[src/hw/rtl/awsa_pkg.sv]
package awsa_pkg;

	localparam int OFFSET_BITS    = 48;
	localparam int REQUEST_BITS   = 32;
	localparam int DISK_BITS      = 16;
	localparam int DIR_COUNT_BITS = 32;

	typedef enum logic [1:0] {
		OP_DATA    = 2'd0,
		OP_HEADER  = 2'd1,
		OP_LOCAL   = 2'd2,
		OP_CENTRAL = 2'd3
	} opcode_t;

	// configuration register indexes
	localparam logic CFG_SPLIT_LIMIT = 1'b0;
	localparam logic CFG_SPLIT_NUM   = 1'b1;

	typedef struct packed {
		opcode_t                   opcode;
		logic [REQUEST_BITS-1:0]   byte_count;
		logic [REQUEST_BITS-1:0]   accepted_bytes;
	} req_t;

	typedef struct packed {
		logic [REQUEST_BITS-1:0]   grant;
		logic [REQUEST_BITS-1:0]   written_bytes;
		logic                      write_error;
		logic [OFFSET_BITS-1:0]    entry_bytes;
		logic [OFFSET_BITS-1:0]    split_bytes;
		logic [OFFSET_BITS-1:0]    local_header_offset;
		logic [DISK_BITS-1:0]      local_header_disk;
		logic                      dir_start_set;
		logic [DISK_BITS-1:0]      dir_start_disk;
		logic [OFFSET_BITS-1:0]    dir_start_offset;
		logic [DIR_COUNT_BITS-1:0] dir_entries_disk;
		logic [DIR_COUNT_BITS-1:0] dir_entries_total;
	} res_t;

	function automatic logic [OFFSET_BITS-1:0] sat_add_off(
		input logic [OFFSET_BITS-1:0] a,
		input logic [OFFSET_BITS-1:0] b
	);
		logic [OFFSET_BITS:0] sum;
		sum = {1'b0, a} + {1'b0, b};
		return sum[OFFSET_BITS] ? {OFFSET_BITS{1'b1}} : sum[OFFSET_BITS-1:0];
	endfunction

	function automatic logic [DIR_COUNT_BITS-1:0] sat_inc_dir(
		input logic [DIR_COUNT_BITS-1:0] a
	);
		return (&a) ? a : a + DIR_COUNT_BITS'(1);
	endfunction

endpackage

[src/hw/rtl/archive_write_split_accounting.sv]
// Archive write split accounting.
//
// Channels: in (valid/ready, req_t) carries one write request per transfer:
// kind, requested byte count and the byte count the sink took. out
// (valid/ready, res_t) returns one result per request: the grant under the
// split limit, the bytes counted, a shortfall flag and the running entry,
// split, local header and central directory bookkeeping. cfg (valid/ready,
// always ready) writes split_limit (index 0) and the split number (index 1);
// write it only while no request is in flight.
//
// Timing: a request is registered in the input stage, where the grant and
// the counter updates are worked out against the counter registers, and
// then moves into the output register once that register is free or drains.
// One request per cycle is sustained while out_ready holds; the rate is
// set by the single compare/add path from the input stage to the counters.
//
// Reset clears all counters, the directory start flag and both config
// registers (split limit zero means no limit). When the receiver stalls, the
// result holds in the output register, one more request waits in the input
// stage, and in_ready drops until the output drains.
module archive_write_split_accounting
	import awsa_pkg::*;
(
	input  logic                   clk,
	input  logic                   arst_n,
	input  logic                   in_valid,
	output logic                   in_ready,
	input  req_t                   in_data,
	output logic                   out_valid,
	input  logic                   out_ready,
	output res_t                   out_data,
	input  logic                   cfg_valid,
	output logic                   cfg_ready,
	input  logic                   cfg_index,
	input  logic [OFFSET_BITS-1:0] cfg_data
);

	// config
	logic [OFFSET_BITS-1:0]    split_limit_q;
	logic [DISK_BITS-1:0]      split_num_q;

	// accounting state
	logic [OFFSET_BITS-1:0]    entry_q;
	logic [OFFSET_BITS-1:0]    split_q;
	logic [OFFSET_BITS-1:0]    local_off_q;
	logic [DISK_BITS-1:0]      local_disk_q;
	logic                      dir_rec_q;
	logic [DISK_BITS-1:0]      dir_disk_q;
	logic [OFFSET_BITS-1:0]    dir_off_q;
	logic [DIR_COUNT_BITS-1:0] dir_disk_cnt_q;
	logic [DIR_COUNT_BITS-1:0] dir_total_q;

	// input stage and output register
	logic                      valid_s1;
	req_t                      req_s1;
	logic                      out_valid_q;
	res_t                      out_data_q;

	logic                      advance;

	// next-state values for the request in the input stage
	logic [OFFSET_BITS-1:0]    req_wide;
	logic [OFFSET_BITS-1:0]    room;
	logic                      over_limit;
	logic                      fits;
	logic [REQUEST_BITS-1:0]   grant;
	logic [REQUEST_BITS-1:0]   written;
	logic [OFFSET_BITS-1:0]    entry_d;
	logic [OFFSET_BITS-1:0]    split_d;
	logic [OFFSET_BITS-1:0]    local_off_d;
	logic [DISK_BITS-1:0]      local_disk_d;
	logic                      dir_rec_d;
	logic [DISK_BITS-1:0]      dir_disk_d;
	logic [OFFSET_BITS-1:0]    dir_off_d;
	logic [DIR_COUNT_BITS-1:0] dir_disk_cnt_d;
	logic [DIR_COUNT_BITS-1:0] dir_total_d;
	res_t                      res_d;

	// The input stage moves on whenever the output register is free or drains.
	assign advance   = valid_s1 && (!out_valid_q || out_ready);
	assign in_ready  = !valid_s1 || advance;
	assign cfg_ready = 1'b1;
	assign out_valid = out_valid_q;
	assign out_data  = out_data_q;

	always_comb begin
		req_wide   = OFFSET_BITS'(req_s1.byte_count);
		room       = split_limit_q - split_q;
		over_limit = split_q >= split_limit_q;
		fits       = (split_limit_q == '0) || (!over_limit && req_wide <= room);

		// Headers go all or nothing; data takes what is left of the split.
		// When data does not fit, room is below the request, so it fits the width.
		if (fits) begin
			grant = req_s1.byte_count;
		end else if (req_s1.opcode == OP_DATA && !over_limit) begin
			grant = room[REQUEST_BITS-1:0];
		end else begin
			grant = '0;
		end

		written = (req_s1.accepted_bytes < grant) ? req_s1.accepted_bytes : grant;
		split_d = sat_add_off(split_q, OFFSET_BITS'(written));

		entry_d        = entry_q;
		local_off_d    = local_off_q;
		local_disk_d   = local_disk_q;
		dir_rec_d      = dir_rec_q;
		dir_disk_d     = dir_disk_q;
		dir_off_d      = dir_off_q;
		dir_disk_cnt_d = dir_disk_cnt_q;
		dir_total_d    = dir_total_q;

		case (req_s1.opcode)
			OP_DATA: begin
				entry_d = sat_add_off(entry_q, OFFSET_BITS'(written));
			end
			OP_LOCAL: begin
				// local header starts a new entry where the split stands now
				entry_d      = '0;
				local_off_d  = split_q;
				local_disk_d = split_num_q;
			end
			OP_CENTRAL: begin
				// first central header marks the directory start
				if (!dir_rec_q) begin
					dir_rec_d  = 1'b1;
					dir_disk_d = split_num_q;
					dir_off_d  = split_q;
				end
				dir_disk_cnt_d = sat_inc_dir(dir_disk_cnt_q);
				dir_total_d    = sat_inc_dir(dir_total_q);
			end
			default: begin
			end
		endcase

		res_d.grant               = grant;
		res_d.written_bytes       = written;
		res_d.write_error         = written < req_s1.byte_count;
		res_d.entry_bytes         = entry_d;
		res_d.split_bytes         = split_d;
		res_d.local_header_offset = local_off_d;
		res_d.local_header_disk   = local_disk_d;
		res_d.dir_start_set       = dir_rec_d;
		res_d.dir_start_disk      = dir_disk_d;
		res_d.dir_start_offset    = dir_off_d;
		res_d.dir_entries_disk    = dir_disk_cnt_d;
		res_d.dir_entries_total   = dir_total_d;
	end

	always_ff @(posedge clk or negedge arst_n) begin
		if (!arst_n) begin
			split_limit_q <= '0;
			split_num_q   <= '0;
		end else if (cfg_valid) begin
			case (cfg_index)
				CFG_SPLIT_LIMIT: split_limit_q <= cfg_data;
				CFG_SPLIT_NUM:   split_num_q   <= cfg_data[DISK_BITS-1:0];
				default: begin
				end
			endcase
		end
	end

	always_ff @(posedge clk or negedge arst_n) begin
		if (!arst_n) begin
			valid_s1 <= 1'b0;
		end else if (in_ready) begin
			valid_s1 <= in_valid;
		end
	end

	always_ff @(posedge clk) begin
		if (in_ready && in_valid) begin
			req_s1 <= in_data;
		end
	end

	always_ff @(posedge clk or negedge arst_n) begin
		if (!arst_n) begin
			entry_q        <= '0;
			split_q        <= '0;
			local_off_q    <= '0;
			local_disk_q   <= '0;
			dir_rec_q      <= 1'b0;
			dir_disk_q     <= '0;
			dir_off_q      <= '0;
			dir_disk_cnt_q <= '0;
			dir_total_q    <= '0;
		end else if (advance) begin
			entry_q        <= entry_d;
			split_q        <= split_d;
			local_off_q    <= local_off_d;
			local_disk_q   <= local_disk_d;
			dir_rec_q      <= dir_rec_d;
			dir_disk_q     <= dir_disk_d;
			dir_off_q      <= dir_off_d;
			dir_disk_cnt_q <= dir_disk_cnt_d;
			dir_total_q    <= dir_total_d;
		end
	end

	always_ff @(posedge clk or negedge arst_n) begin
		if (!arst_n) begin
			out_valid_q <= 1'b0;
		end else if (advance) begin
			out_valid_q <= 1'b1;
		end else if (out_ready) begin
			out_valid_q <= 1'b0;
		end
	end

	always_ff @(posedge clk) begin
		if (advance) begin
			out_data_q <= res_d;
		end
	end

	// once recorded, the directory start stays recorded
	a_dir_sticky: assert property (@(posedge clk) disable iff (!arst_n)
		dir_rec_q |=> dir_rec_q)
		else $error("directory start flag cleared");

	// split byte count never goes back
	a_split_mono: assert property (@(posedge clk) disable iff (!arst_n)
		1'b1 |=> split_q >= $past(split_q))
		else $error("split byte count decreased");

	// input side stalls only behind a full, stalled output
	a_stall_cause: assert property (@(posedge clk) disable iff (!arst_n)
		!in_ready |-> (valid_s1 && out_valid_q && !out_ready))
		else $error("input stalled without output backpressure");

	// counted bytes never exceed the grant
	a_written_le_grant: assert property (@(posedge clk) disable iff (!arst_n)
		out_valid_q |-> out_data_q.written_bytes <= out_data_q.grant)
		else $error("bytes written above grant");

endmodule
[config.mk]
export PLATFORM = sky130hd
export DESIGN_NAME = archive_write_split_accounting
export DESIGN_NICKNAME = d
export VERILOG_FILES = /design/src/hw/rtl/awsa_pkg.sv /design/src/hw/rtl/archive_write_split_accounting.sv
export SDC_FILE = /design/constraint.sdc
export NUM_CORES = 2
export LEC_CHECK = 0
export ABC_CLOCK_PERIOD_IN_PS = 12440
export BUFFER_PORTS_ARGS = -buffer_cell sky130_fd_sc_hd__buf_2
export CORE_ASPECT_RATIO = 1.4
export CORE_MARGIN = 2
export CORE_UTILIZATION = 50
export CTS_CLUSTER_DIAMETER = 50
export DETAILED_ROUTE_END_ITERATION = 16
export PLACE_DENSITY_LB_ADDON = 0.08
export SLEW_MARGIN = 20
export SYNTH_ARGS = -nofsm -noshare
export SYNTH_HDL_FRONTEND = slang
export SYNTH_SLANG_ARGS = --single-unit
[constraint.sdc]
create_clock -name clk -period 12.44 [get_ports clk]
set_input_delay 2.488 -clock clk [delete_from_list [all_inputs] [get_ports clk]]
set_output_delay 2.488 -clock clk [all_outputs]
set_load 0.01 [all_outputs]
Word level (Yosys, flattened, before mapping). Index checks and enable logic that the tools add are counted. Widths: inputs -> output; s select.

Bits of input ports: 120. Word-level logic and storage cells: 76. Bits in latches: 0. Memories: 0. Bits in writable memories: 0. Register bits after elaboration: 775. Output and inout bits: 357. Memory bits (read-only): 0.

Shift-type cells: 0. Multiplexer cells: 19. Order comparisons: 4. Reduce and logical (&&, ||, !) cells: 17. $mul: 0. Div/mod/pow operators: 0. Eq/ne operators: 2. $add $sub $neg: 5. Bitwise logic cells: 1.

Operators with widths (count): $mux 48 (5); $mux 32 (7); $add 48x32->49 (2); $pmux 48 s2 (1); $add 32x1->32 const B (2); $lt 32x32->1 (2); $reduce_and 32->1 (2); $ge 48x48->1 (1); $le 32x48->1 (1); $logic_not 48->1 (1); $mux 16 (3); $sub 48x48->48 (1); $eq 2x2->1 const B (2); $logic_and 1x1->1 (4); $reduce_and 2->1 (2); $logic_not 1->1 (3); $logic_or 1x1->1 (3); $mux 1 (3); $logic_not 2->1 (1); $reduce_bool 2->1 (1); $not 1->1 (1).

Logic depth before layout (Yosys ltp).
Depth after elaboration: 10. Gate-level depth with buffers: 61. Depth with buffers taken out: 56.

Worst setup path before layout. No wires, ideal clock.

Path type: input to register. Start: in out_ready. End: reg out_data_q, in the netlist out_data[0], enable pin. Slack: -1537 ps. Stages on the path: 6. Library setup time: 855 ps. Arrival: 13122 ps. Path through: nand2b_1 -> nand2_1 -> inv_1 -> clkbuf_1 -> clkbuf_1 -> buf_1.

Longest elaborated chain between the ends: 2.

Ends and longest elaborated chain: from (decl) (line archive_write_split_accounting.sv:30) `input logic out_ready,`; $logic_or 1x1->1 (line archive_write_split_accounting.sv:80) `assign advance = valid_s1 && (!out_valid_q || out_ready);`; $logic_and 1x1->1 (line archive_write_split_accounting.sv:80); net advance (line archive_write_split_accounting.sv:59) `logic advance;`; to (signal assigned) (line archive_write_split_accounting.sv:216) `out_data_q <= res_d;`; to (decl) (line archive_write_split_accounting.sv:57) `res_t out_data_q;`.

The timed path passes the listed nets, and every way through them passes these cells. A chain may end at the register's enable or synchronous reset.

==> impl_metrics.env <==
export IMPL_rows=123
export IMPL_critPathBufInv=8
export IMPL_whs_path_depth=2
export IMPL_tightest_slew_ns=1.13
export IMPL_vias=31509
export IMPL_synth_warnings=0
export IMPL_final_util=0.589
export IMPL_report_final_hold_viol_count=0
export IMPL_leakage_uw=0.0212
export IMPL_synth_flop_cell="edfxtp_1"
export IMPL_hold_path_class="flop to flop"
export IMPL_crit_top_cell="nand4_1"
export IMPL_worstPathMaxFanout=32
export IMPL_finalCriticalPeriod_ns=11.80
export IMPL_grt_max_degree=161
export IMPL_n_fill_cell=6838
export IMPL_cts_hold_buf=0
export IMPL_core_um2=80200
export IMPL_antenna_found_initial=3
export IMPL_grt_usage=0.292
export IMPL_report_power_total_uw=10900
export IMPL_stdcell_area_um2=47200
export IMPL_synth_ff_latch_count=775
export IMPL_async_flop_share=0.458
export IMPL_multi_input_area_um2=17700
export IMPL_cp_arrival_ns=12.18
export IMPL_relSlewSlack=0.244
export IMPL_finClkSkew_ns=0.0351
export IMPL_grt_pass1_vias=30360
export IMPL_synth_nets=4234
export IMPL_post_place_cells=5372
export IMPL_insertion_delay_ns=0.66
export IMPL_gp_congestion=0.977
export IMPL_reg2reg_slack_ns=0.64
export IMPL_die_w_um=244
export IMPL_htree_levels=3
export IMPL_clk_pin_slew_ns=0.06
export IMPL_seq_area_frac_synth=0.532
export IMPL_area_growth_synth_to_final_pct=16.8
export IMPL_setup_viol=0
export IMPL_drtAntennaViolNets=0
export IMPL_antennaDiodeCount=0
export IMPL_cts_tree="built"
export IMPL_port_buffers=475
export IMPL_rr_startpoint="split_q[11]"
export IMPL_fp_dieH_um=340
export IMPL_synth_largest_area_cell="edfxtp_1"
export IMPL_crit_family="simple AND/OR/NAND/NOR gates"
export IMPL_postSynthCellCount=3902
export IMPL_grt_overflow=0
export IMPL_synth_cell_types=107
export IMPL_crit_required_ns=12.82
export IMPL_pwr_density_cell_nw_per_um2=231
export IMPL_hpwl_mm=92.3
export IMPL_busiest_layer="met2"
export IMPL_r2r_worst_path_cells=48
export IMPL_drc=0
export IMPL_clockBufferDepth=3
export IMPL_avgSynthCellArea_um2=10.4
export IMPL_use_met3=0.0352
export IMPL_regArea_um2=21500
export IMPL_hp_start="dir_disk_q[6]"
export IMPL_end_kind="flop"
export IMPL_synth_area_leaders="edfxtp_1 (31%), dfrtp_1 (22%), nand2_1 (8.0%)"
export IMPL_final_max_slew_viol_count=0
export IMPL_grt_use_met2=0.488
export IMPL_synth_top_area_frac=0.312
export IMPL_slowest_delay_ns=0.46
export IMPL_routed_via_density=5.70
export IMPL_initial_core_util=0.504
export IMPL_use_met1=0.386
export IMPL_numClockSinks=775
export IMPL_max_cap_violations=0
export IMPL_first_pass_iters=5
export IMPL_dieArea_um2=83200
export IMPL_fin_nets=4730
export IMPL_status="finished clean"
export IMPL_period_share=0.949
export IMPL_crit_type="flop to flop"
export IMPL_drive_gt1_frac=0.209
export IMPL_hold_end="dir_disk_q[6]"
export IMPL_r2r_end="out_data[209]"
export IMPL_wire_per_inst_um=22.3
export IMPL_setup_tns_final_ns=0
export IMPL_synth_edf_count=420
export IMPL_drtIter0Drc=2439
export IMPL_cts_root_buffer="clkbuf_16"
export IMPL_cts_buffers=81
export IMPL_slowest_stage="a221oi_4"
export IMPL_synth_area_um2=40400
export IMPL_placed_area_um2=44200
export IMPL_timing_fmax_mhz=84.7
export IMPL_cp_start_kind="flop"
export IMPL_ios=477
export IMPL_instances_no_fill=5527
export IMPL_drt_total_wl_mm=123
export IMPL_ir_drop_v=0.000126
export IMPL_grt_pass1_wl_mm=184
-- logic make-up after synthesis --
group / Yosys count / synth area share
fa+ha+maj: 212 / 0.0662
xor+xnor: 213 / 0.0463
mux: 125 / 0.0378
other cells: 1 / 0.0000928
buf+inv: 333 / 0.0346
flops: 775 / 0.532
simple gates: 1460 / 0.162
compound gates: 783 / 0.121
-- sequential cells by signal, summed over array words and instances (netlist names) --
name            count
dir_disk_cnt_q     32
dir_disk_q         16
dir_off_q          48
dir_rec_q           1
dir_total_q        32
entry_q            48
local_disk_q       16
local_off_q        48
out_data          354
out_valid           1
req_s1             66
split_limit_q      48
split_num_q        16
split_q            48
valid_s1            1
-- per-layer routing --
metal  vias to the layer above  routed length (um)
li1                      14878                   -
met5                         -                  13
met1                     15342               51600
met2                      1076               59600
met3                       211                6870
met4                         2                5290
-- area by class of cell --
class / count / share of cell area
Inverter: 163 / 0.0131
Timing Repair Buffer: 583 / 0.0693
Sequential cell: 775 / 0.455
Multi-Input combinational cell: 2794 / 0.376
Tap cell: 1062 / 0.0281
Clock inverter: 53 / 0.0132
Clock buffer: 97 / 0.0455
-- how the worst max path moves through the flow --
stage / cells past startpoint / slack, ns / endpoint / start
detailed placement: 49 / 0.02 / out_data[196] / split_q[14]
global route: 53 / -0.0007 / out_data[253] / split_q[6]
finish: 48 / 0.64 / out_data[209] / split_q[11]
CTS: 49 / 0.04 / out_data[209] / split_q[11]
global placement: 48 / 0.06 / out_data[195] / split_q[14]
floorplan: 54 / 1.57 / out_data[222] / split_q[7]
-- Yosys cell counts, types with 47 or more instances --
library cell	number
inv_1	159
a31oi_1	60
xnor2_1	131
nor2_1	172
xor2_1	81
mux2_2	82
nand4_1	64
dfrtp_1	355
edfxtp_1	420
nor3_1	47
nand2_1	866
o21ai_0	241
a21o_1	49
a21oi_1	191
nand3_1	76
clkbuf_1	131
ha_1	209
-- through the flow --
stage	hold slack, ns	setup WS [ns]
floorplan	0.440	1.57
global placement	0.452	0.0588
detailed placement	0.458	0.0225
CTS	0.475	0.0383
global route	0.486	-0.000687
finish	0.471	0.636
-- where the power goes --
part	switching (uW)	total, uW	internal [uW]
clock network	1090	2520	1430
registers	360	3740	3380
logic	2930	4640	1710
-- cell usage in the layout, fill, tap and decap left out, types with 64 or more instances in the layout --
master / Yosys / layout
a21oi_1: 191 / 185
nor2_1: 172 / 169
xnor2_1: 131 / 131
ha_1: 209 / 203
nand2_1: 866 / 863
dfrtp_1: 355 / 355
o21ai_0: 241 / 234
buf_4: 4 / 102
nand3_1: 76 / 75
xor2_1: 81 / 75
nand4_1: 64 / 64
edfxtp_1: 420 / 420
inv_1: 159 / 158
mux2_2: 82 / 82
buf_2: 7 / 474
clkbuf_16: 0 / 82
-- worst register-to-register path, delay by kind of cell, from the launching register on --
kind / cells / cell delay (ns)
AOI/OAI and AO/OA: 13 / 3.51
xor gates and xnor gates: 1 / 0.26
adders and majority gates: 4 / 1.47
buffers and inverters: 8 / 1.26
DFF: 1 / 0.38
muxes: 1 / 0.35
and+or+nand+nor: 21 / 4.28
-- repair_timing --
item                       CTS  global route
pin swaps                    0             4
gates cloned                 0             0
setup endpoints to repair   13           192
resized for setup            1            42
setup buffers                0             5
(Power assumes the default switching activity.)
